<file path="src/ipv4rf_pkg.sv">
// Types and constants shared by the IPv4 receive filter.
`timescale 1ns / 1ps
package ipv4rf_pkg;

  localparam logic [3:0] ST_ICMP      = 4'd0;
  localparam logic [3:0] ST_TCP       = 4'd1;
  localparam logic [3:0] ST_UDP       = 4'd2;
  localparam logic [3:0] ST_OTHER     = 4'd3;
  localparam logic [3:0] ST_SHORT     = 4'd4;
  localparam logic [3:0] ST_BAD_IHL   = 4'd5;
  localparam logic [3:0] ST_TRUNCATED = 4'd6;
  localparam logic [3:0] ST_TOTAL_LOW = 4'd7;
  localparam logic [3:0] ST_NOT_OURS  = 4'd8;

  localparam logic [7:0] PROTO_ICMP = 8'd1;
  localparam logic [7:0] PROTO_TCP  = 8'd6;
  localparam logic [7:0] PROTO_UDP  = 8'd17;

  localparam logic [15:0] MIN_HEADER = 16'd20;
  localparam logic [15:0] LEN_LIMIT  = 16'hFFFF;
  localparam logic [31:0] BROADCAST  = 32'hFFFF_FFFF;

  // Header byte offsets
  localparam logic [15:0] POS_VER_IHL  = 16'd0;
  localparam logic [15:0] POS_TOTAL_HI = 16'd2;
  localparam logic [15:0] POS_TOTAL_LO = 16'd3;
  localparam logic [15:0] POS_PROTO    = 16'd9;
  localparam logic [15:0] POS_SRC0     = 16'd12;
  localparam logic [15:0] POS_SRC1     = 16'd13;
  localparam logic [15:0] POS_SRC2     = 16'd14;
  localparam logic [15:0] POS_SRC3     = 16'd15;
  localparam logic [15:0] POS_DST0     = 16'd16;
  localparam logic [15:0] POS_DST1     = 16'd17;
  localparam logic [15:0] POS_DST2     = 16'd18;
  localparam logic [15:0] POS_DST3     = 16'd19;

  typedef struct packed {
    logic [7:0] data_byte;
    logic       last_byte;
  } byte_item_t;

  typedef struct packed {
    logic [3:0]  status;
    logic [7:0]  protocol_number;
    logic [31:0] source_address;
    logic [5:0]  payload_offset;
    logic [15:0] payload_length;
  } verdict_t;

endpackage

</file>
<file path="src/ipv4rf_byte_if.sv">
// Byte input channel of the IPv4 receive filter.
`timescale 1ns / 1ps
interface ipv4rf_byte_if;
  logic       valid;
  logic       ready;
  logic [7:0] data_byte;
  logic       last_byte;

  modport source (output valid, output data_byte, output last_byte, input ready);
  modport sink (input valid, input data_byte, input last_byte, output ready);
endinterface

</file>
<file path="src/ipv4rf_verdict_if.sv">
// Verdict output channel of the IPv4 receive filter.
`timescale 1ns / 1ps
interface ipv4rf_verdict_if;
  logic        valid;
  logic        ready;
  logic [3:0]  status;
  logic [7:0]  protocol_number;
  logic [31:0] source_address;
  logic [5:0]  payload_offset;
  logic [15:0] payload_length;

  modport source (
    output valid, output status, output protocol_number, output source_address,
    output payload_offset, output payload_length, input ready
  );
  modport sink (
    input valid, input status, input protocol_number, input source_address,
    input payload_offset, input payload_length, output ready
  );
endinterface

</file>
<file path="src/ipv4rf_in_stage.sv">
// Input register for the byte channel.
`timescale 1ns / 1ps
module ipv4rf_in_stage import ipv4rf_pkg::*; (
  input  logic         clk,
  input  logic         rst,
  ipv4rf_byte_if.sink  rx,
  input  logic         advance,
  output logic         held_valid,
  output byte_item_t   held_item
);

  assign rx.ready = !held_valid || advance;

  always_ff @(posedge clk) begin
    if (rst) begin
      held_valid <= 1'b0;
    end else if (rx.ready) begin
      held_valid <= rx.valid;
    end
  end

  always_ff @(posedge clk) begin
    if (rx.valid && rx.ready) begin
      held_item <= '{data_byte: rx.data_byte, last_byte: rx.last_byte};
    end
  end

endmodule

</file>
<file path="src/ipv4rf_parse.sv">
// Header capture and verdict logic.
`timescale 1ns / 1ps
module ipv4rf_parse import ipv4rf_pkg::*; (
  input  logic        clk,
  input  logic        rst,
  input  logic [31:0] our_address,
  input  byte_item_t  item,
  input  logic        advance,
  output verdict_t    verdict
);

  logic [15:0] byte_position;
  logic [5:0]  header_bytes;
  logic [15:0] declared_total;
  logic [7:0]  protocol_seen;
  logic [31:0] source_seen;
  logic [31:0] destination_seen;

  logic [5:0]  header_bytes_next;
  logic [15:0] declared_total_next;
  logic [7:0]  protocol_seen_next;
  logic [31:0] source_seen_next;
  logic [31:0] destination_seen_next;
  logic [15:0] len;
  logic [15:0] hdr_len16;
  logic [7:0]  b;
  logic        dest_ok;

  assign b = item.data_byte;
  assign len = (byte_position == LEN_LIMIT) ? LEN_LIMIT : byte_position + 16'd1;

  always_comb begin
    header_bytes_next     = header_bytes;
    declared_total_next   = declared_total;
    protocol_seen_next    = protocol_seen;
    source_seen_next      = source_seen;
    destination_seen_next = destination_seen;
    case (byte_position)
      POS_VER_IHL:  header_bytes_next = {b[3:0], 2'b00};
      POS_TOTAL_HI: declared_total_next = {b, declared_total[7:0]};
      POS_TOTAL_LO: declared_total_next = {declared_total[15:8], b};
      POS_PROTO:    protocol_seen_next = b;
      POS_SRC0:     source_seen_next = {b, source_seen[23:0]};
      POS_SRC1:     source_seen_next = {source_seen[31:24], b, source_seen[15:0]};
      POS_SRC2:     source_seen_next = {source_seen[31:16], b, source_seen[7:0]};
      POS_SRC3:     source_seen_next = {source_seen[31:8], b};
      POS_DST0:     destination_seen_next = {b, destination_seen[23:0]};
      POS_DST1:     destination_seen_next = {destination_seen[31:24], b,
                                             destination_seen[15:0]};
      POS_DST2:     destination_seen_next = {destination_seen[31:16], b,
                                             destination_seen[7:0]};
      POS_DST3:     destination_seen_next = {destination_seen[31:8], b};
      default: ;
    endcase
  end

  always_ff @(posedge clk) begin
    if (rst) begin
      byte_position <= '0;
    end else if (advance) begin
      byte_position <= item.last_byte ? 16'd0 : len;
    end
  end

  always_ff @(posedge clk) begin
    if (advance) begin
      header_bytes     <= header_bytes_next;
      declared_total   <= declared_total_next;
      protocol_seen    <= protocol_seen_next;
      source_seen      <= source_seen_next;
      destination_seen <= destination_seen_next;
    end
  end

  assign hdr_len16 = {10'd0, header_bytes_next};
  assign dest_ok = (destination_seen_next == our_address) ||
                   (destination_seen_next == BROADCAST) || (our_address == 32'd0);

  always_comb begin
    verdict.status          = ST_OTHER;
    verdict.protocol_number = protocol_seen_next;
    verdict.source_address  = source_seen_next;
    verdict.payload_offset  = header_bytes_next;
    verdict.payload_length  = 16'd0;
    if (len < MIN_HEADER) begin
      verdict.status          = ST_SHORT;
      verdict.protocol_number = 8'd0;
      verdict.source_address  = 32'd0;
      verdict.payload_offset  = 6'd0;
    end else if (hdr_len16 < MIN_HEADER || len < hdr_len16) begin
      verdict.status = ST_BAD_IHL;
    end else if (declared_total_next > len) begin
      verdict.status = ST_TRUNCATED;
    end else if (declared_total_next < hdr_len16) begin
      verdict.status = ST_TOTAL_LOW;
    end else if (!dest_ok) begin
      verdict.status = ST_NOT_OURS;
    end else begin
      verdict.payload_length = declared_total_next - hdr_len16;
      case (protocol_seen_next)
        PROTO_ICMP: verdict.status = ST_ICMP;
        PROTO_TCP:  verdict.status = ST_TCP;
        PROTO_UDP:  verdict.status = ST_UDP;
        default:    verdict.status = ST_OTHER;
      endcase
    end
  end

endmodule

</file>
<file path="src/ipv4rf_out_stage.sv">
// Result register for the verdict channel.
`timescale 1ns / 1ps
module ipv4rf_out_stage import ipv4rf_pkg::*; (
  input  logic                clk,
  input  logic                rst,
  input  logic                load,
  input  verdict_t            verdict_in,
  output logic                load_ok,
  ipv4rf_verdict_if.source    verdict
);

  verdict_t held;

  assign load_ok = !verdict.valid || verdict.ready;

  always_ff @(posedge clk) begin
    if (rst) begin
      verdict.valid <= 1'b0;
    end else if (load_ok) begin
      verdict.valid <= load;
    end
  end

  always_ff @(posedge clk) begin
    if (load && load_ok) begin
      held <= verdict_in;
    end
  end

  assign verdict.status          = held.status;
  assign verdict.protocol_number = held.protocol_number;
  assign verdict.source_address  = held.source_address;
  assign verdict.payload_offset  = held.payload_offset;
  assign verdict.payload_length  = held.payload_length;

endmodule

</file>
<file path="src/ipv4_receive_filter.sv">
// Top level of the IPv4 receive filter.
// Bytes of an IPv4 packet enter on rx (valid/ready), header first, with
// last_byte set on the final byte of the frame. Every frame yields exactly one
// item on verdict: status (protocol class or drop reason), protocol number,
// source address, payload offset and payload length.
// cfg_write_en/cfg_write_data load our_address; zero accepts any destination.
// Write it only while no frame is in flight.
// Throughput: one byte per cycle while no final byte waits on the result
// register, set by the single register stage on each side of the capture
// and verdict logic. The verdict is loaded into the result register at the
// edge that takes the last byte from the input register.
// Stall: while a verdict waits on verdict.ready, non-final bytes keep
// flowing; a final byte holds in the input register until the result slot
// frees, and rx.ready drops once that register is full.
// Reset: rst (synchronous) empties both registers, clears the frame byte
// count and sets our_address to zero.
`timescale 1ns / 1ps
module ipv4_receive_filter import ipv4rf_pkg::*; (
  input  logic              clk,
  input  logic              rst,
  input  logic              cfg_write_en,
  input  logic [31:0]       cfg_write_data,
  ipv4rf_byte_if.sink       rx,
  ipv4rf_verdict_if.source  verdict
);

  logic [31:0] our_address;
  logic        held_valid;
  byte_item_t  held_item;
  logic        load_ok;
  logic        advance;
  verdict_t    verdict_comb;

  always_ff @(posedge clk) begin
    if (rst) begin
      our_address <= '0;
    end else if (cfg_write_en) begin
      our_address <= cfg_write_data;
    end
  end

  assign advance = held_valid && (!held_item.last_byte || load_ok);

  ipv4rf_in_stage u_in (
    .clk        (clk),
    .rst        (rst),
    .rx         (rx),
    .advance    (advance),
    .held_valid (held_valid),
    .held_item  (held_item)
  );

  ipv4rf_parse u_parse (
    .clk         (clk),
    .rst         (rst),
    .our_address (our_address),
    .item        (held_item),
    .advance     (advance),
    .verdict     (verdict_comb)
  );

  ipv4rf_out_stage u_out (
    .clk        (clk),
    .rst        (rst),
    .load       (advance && held_item.last_byte),
    .verdict_in (verdict_comb),
    .load_ok    (load_ok),
    .verdict    (verdict)
  );

endmodule

</file>
<file path="src/flat_wrapper.sv">
// flat-port wrapper written by rule: the top's interface ports become plain ports
module ipv4_receive_filter_flat import ipv4rf_pkg::*;
  (clk, rst, cfg_write_en, cfg_write_data, rx_valid, rx_data_byte, rx_last_byte, rx_ready, verdict_valid, verdict_status, verdict_protocol_number, verdict_source_address, verdict_payload_offset, verdict_payload_length, verdict_ready);
  ipv4rf_byte_if rx_i ();
  ipv4rf_verdict_if verdict_i ();
  input  logic clk;
  input  logic rst;
  input  logic cfg_write_en;
  input  logic [31:0] cfg_write_data;
  input wire logic [$bits(rx_i.valid)-1:0] rx_valid;
  input wire logic [$bits(rx_i.data_byte)-1:0] rx_data_byte;
  input wire logic [$bits(rx_i.last_byte)-1:0] rx_last_byte;
  output wire logic [$bits(rx_i.ready)-1:0] rx_ready;
  output wire logic [$bits(verdict_i.valid)-1:0] verdict_valid;
  output wire logic [$bits(verdict_i.status)-1:0] verdict_status;
  output wire logic [$bits(verdict_i.protocol_number)-1:0] verdict_protocol_number;
  output wire logic [$bits(verdict_i.source_address)-1:0] verdict_source_address;
  output wire logic [$bits(verdict_i.payload_offset)-1:0] verdict_payload_offset;
  output wire logic [$bits(verdict_i.payload_length)-1:0] verdict_payload_length;
  input wire logic [$bits(verdict_i.ready)-1:0] verdict_ready;
  assign rx_i.valid = rx_valid;
  assign rx_i.data_byte = rx_data_byte;
  assign rx_i.last_byte = rx_last_byte;
  assign rx_ready = rx_i.ready;
  assign verdict_valid = verdict_i.valid;
  assign verdict_status = verdict_i.status;
  assign verdict_protocol_number = verdict_i.protocol_number;
  assign verdict_source_address = verdict_i.source_address;
  assign verdict_payload_offset = verdict_i.payload_offset;
  assign verdict_payload_length = verdict_i.payload_length;
  assign verdict_i.ready = verdict_ready;
  ipv4_receive_filter u_core (.clk(clk), .rst(rst), .cfg_write_en(cfg_write_en), .cfg_write_data(cfg_write_data), .rx(rx_i), .verdict(verdict_i));
endmodule
</file>
<file path="config.mk">
export PLATFORM = sky130hd
export DESIGN_NAME = ipv4_receive_filter_flat
export DESIGN_NICKNAME = d
export VERILOG_FILES = /design/src/ipv4rf_pkg.sv /design/src/ipv4rf_byte_if.sv /design/src/ipv4rf_verdict_if.sv /design/src/ipv4rf_in_stage.sv /design/src/ipv4rf_parse.sv /design/src/ipv4rf_out_stage.sv /design/src/ipv4_receive_filter.sv /design/src/flat_wrapper.sv
export SDC_FILE = /design/constraint.sdc
export NUM_CORES = 1
export LEC_CHECK = 0
export BUFFER_PORTS_ARGS = -buffer_cell sky130_fd_sc_hd__buf_4
export CAP_MARGIN = 30
export CELL_PAD_IN_SITES_DETAIL_PLACEMENT = 1
export CELL_PAD_IN_SITES_GLOBAL_PLACEMENT = 2
export CORE_MARGIN = 2
export CORE_UTILIZATION = 39
export CTS_BUF_LIST = sky130_fd_sc_hd__clkbuf_8 sky130_fd_sc_hd__clkbuf_16
export DETAILED_ROUTE_END_ITERATION = 8
export PLACE_DENSITY_LB_ADDON = 0.1
export SLEW_MARGIN = 20
export SYNTH_ARGS = -nofsm -noshare
export SYNTH_HDL_FRONTEND = slang
export SYNTH_SLANG_ARGS = --single-unit
</file>
<file path="constraint.sdc">
create_clock -name clk -period 5.1 [get_ports clk]
set_input_delay 0.765 -clock clk [delete_from_list [all_inputs] [get_ports clk]]
set_output_delay 0.765 -clock clk [all_outputs]
set_load 0.05 [all_outputs]
</file>
==> metrics.yaml <==
cts:
  cts_tree: "built"
  path_clk_slew_ps: 60
  cts_buffer_depth: 3
  cts_root_buf: "clkbuf_16"
  clock_sinks: 219
  numCtsBuffers: 26
  cts_setup_buffers: 0
  clock_latency_ps: 540
  cts_htree_levels: 1
die:
  core_area_um2: 30700
  io_pins: 114
  die_h_um: 181
  die_width_um: 181
  die_area_um2: 32800
  row_count: 64
  start_util_pct: 39.8
timing:
  rsz0062_at_grt: "no"
  tns_ps: 0
  slew_viol_final: 0
  slew_headroom_pct: 37.4
  hold_violations: 0
  worst_pin_slew_ps: 939
  skew_ps: 11.0
  period_needed_ps: 4740
  fmax_mhz: 211
  finalSetupViolations: 0
  finalCritPeriodShare_pct: 92.9
  fin_hold_ws_ps: 399
finish:
  antennaDiodeCount: 0
  layout_commonest_cell: "edfxtp_1"
  area_growth_pct: 18.7
  layout.nets: 1365
  final_cells: 1706
  fin_area_um2: 14500
  drive_gt1_share_pct: 20.7
  final_cell_mix: "169 x edfxtp_1, 166 x buf_4, 107 x nor2_1"
  fillers: 3401
placed_design:
  dpl-instance-area_um2: 13600
  place_congestion: 0.852
  dp_cells: 1657
  portBuffers: 113
  hpwl_um: 28700
power_and_ir_drop:
  power_leakage_uw: 0.00541
  finalPower_uw: 4350
  cellPowerDensity_nw_per_um2: 299
  ir_drop_v: 0.000290
grt:
  overflow: 0
  grtUsageTotal_pct: 24.3
  antenna_found_initial: 0
  grt_pass1_vias: 10100
  grt_pass1_wl_um: 62000
  grt_max_degree: 67
routing:
  detail-route-antenna-nets: 0
  dr_total_vias: 9989
  drc_errors: 0
  drtIter0Drc: 763
  wl_um: 40100
  wl_per_cell_um: 23.5
  first_pass_iters: 5
  via_per_inst: 5.86
critical_path:
  arrival_ps: 5140
  crit_required_ps: 5500
  cp-end-kind: "flip-flop"
  criticalPathCategory: "flip-flop to flip-flop"
  crit_path_start_kind: "flip-flop"
  cp_max_fo: 15
hold_path:
  hp-class: "input pin to flip-flop"
flow_run:
  drv_cap: 0
yosys:
  synth_mux_area_share_pct: 3.98
  synth_compound_area_share_pct: 15.7
  syn_avg_cell_area_um2: 10.4
  netlist_instances: 1175
  synthSimpleGateAreaFrac_pct: 21.4
  ys_types: 89
  synth_edf_count: 169
  async_reset_ff_share_pct: 0
  synth_xor_area_share_pct: 1.65
  synthAdderAreaFrac_pct: 3.04
  synth-main-ff-cell: "edfxtp_1"
  netlist_area_um2: 12200
  ys_seq_area_share_pct: 49.6
  synth_top_family_by_area: "simple AND/OR/NAND/NOR gates"
  yosys_warnings: 0
  syn_nets: 1250
  synth-seq-cells: 219
status:
  status: "completed"
[Yosys cell counts, drive strengths merged (29+ instances only)]
master / number / area share (%)
ha: 29 / 3.0
buf: 32 / 1.8
dfxtp: 50 / 8.2
nand2: 102 / 3.2
clkbuf: 49 / 1.5
inv: 43 / 1.3
o21ai: 43 / 1.8
nor2: 119 / 3.9
a22o: 49 / 3.5
a21oi: 56 / 2.3
mux2i: 42 / 3.4
and2: 56 / 2.9
edfxtp: 169 / 41
[routing by layer]
layer | up-vias | part of all wire (%) | GRT usage [%]
met5 | - | 0 | 0
met4 | 0 | 2.2 | 5.79
met3 | 42 | 4.7 | 2.92
met2 | 243 | 46 | 39.8
met1 | 5054 | 47 | 34.4
li1 | 4650 | - | -
[flip-flops by register name, indices dropped and copies added (netlist names)]
name and flops:
u_core.u_in.held_valid 1, u_core.u_parse.protocol_seen 8, u_core.u_out.verdict.valid 1, u_core.our_address 32, u_core.u_out.verdict.source_address 32, u_core.u_parse.declared_total 16, u_core.u_in.held_item 9, u_core.u_out.verdict.protocol_number 8
u_core.u_out.verdict.payload_length 16, u_core.u_out.verdict.status 4, u_core.u_parse.header_bytes 6, u_core.u_parse.source_seen 32, u_core.u_parse.byte_position 16, u_core.u_out.verdict.payload_offset 6, u_core.u_parse.destination_seen 32
[critical path, stage by stage (launching register included)]
cell,delay (ps)
dfxtp_1,420
or4_4,750
nor2_1,270
nand2_1,110
nor2_1,140
buf_4,170
nand2_1,150
a22o_1,280
ha_1,320
a21oi_1,170
nor2b_1,60
o21ai_0,160
nand2b_1,90
a2111oi_2,410
a21oi_1,200
nor2_1,330
o211ai_4,220
buf_4,230
nor2_1,120
[path summary, 6_finish.rpt]
check,startpoint,endpoint,slack [ps],cells after the start
setup / recovery,u_core.u_parse.byte_position[12]$_SDFFE_PP0P_,u_core.u_out.verdict.payload_length[3]$_SDFFCE_PP0P_,360,18
hold / removal,rx_data_byte[5],u_core.u_in.held_item[6]$_DFFE_PP_,400,1
setup reg to reg,u_core.u_parse.byte_position[12]$_SDFFE_PP0P_,u_core.u_out.verdict.payload_length[3]$_SDFFCE_PP0P_,360,18
hold reg to reg,u_core.u_in.held_valid$_SDFFE_PP0N_,u_core.u_in.held_valid$_SDFFE_PP0N_,530,2
[power breakdown]
part | switching, uW | internal [uW]
Combinational | 224 | 124
Sequential | 45.6 | 1950
Clock | 796 | 1210
Total | 1070 | 3280
[what timing repair did]
action / 4_1_cts / 5_1_grt
hold buffers: 0 / 0
setup endpoints to repair: 0 / 12
gates resized for setup: 0 / 3
[final cells by class]
cell class              instances  area [um^2]  area share [%]
repair buffers                168         1270            8.74
clock buffers                  27          664            4.57
well taps                     396          495            3.41
multi-input cells             832         5610            38.6
flip-flops and latches        219         6080            41.8
clock inverters                21          256            1.76
inverters                      43          163            1.12
[logic make-up (layout without fill, tap and decap cells)]
| logic type | count (synthesis) | count (layout) |
|---|---|---|
| AND/OR/NAND/NOR | 468 | 468 |
| XOR/XNOR | 23 | 23 |
| adder cells (fa/ha/maj) | 30 | 30 |
| AO/OA/AOI/OAI | 263 | 263 |
| buffers and inverters | 124 | 259 |
| multiplexers | 48 | 48 |
| flip-flops | 219 | 219 |
[per-stage QoR]
step / utilization (%) / setup slack, ps
2_1_floorplan: - / 667
3_3_place_gp: 44.2 / 391
3_5_place_dp: 44.2 / 272
4_1_cts: 47.2 / 237
5_1_grt: 47.3 / 83.6
6_report: 47.3 / 361
No activity file was read; power rests on OpenSTA's default activity.
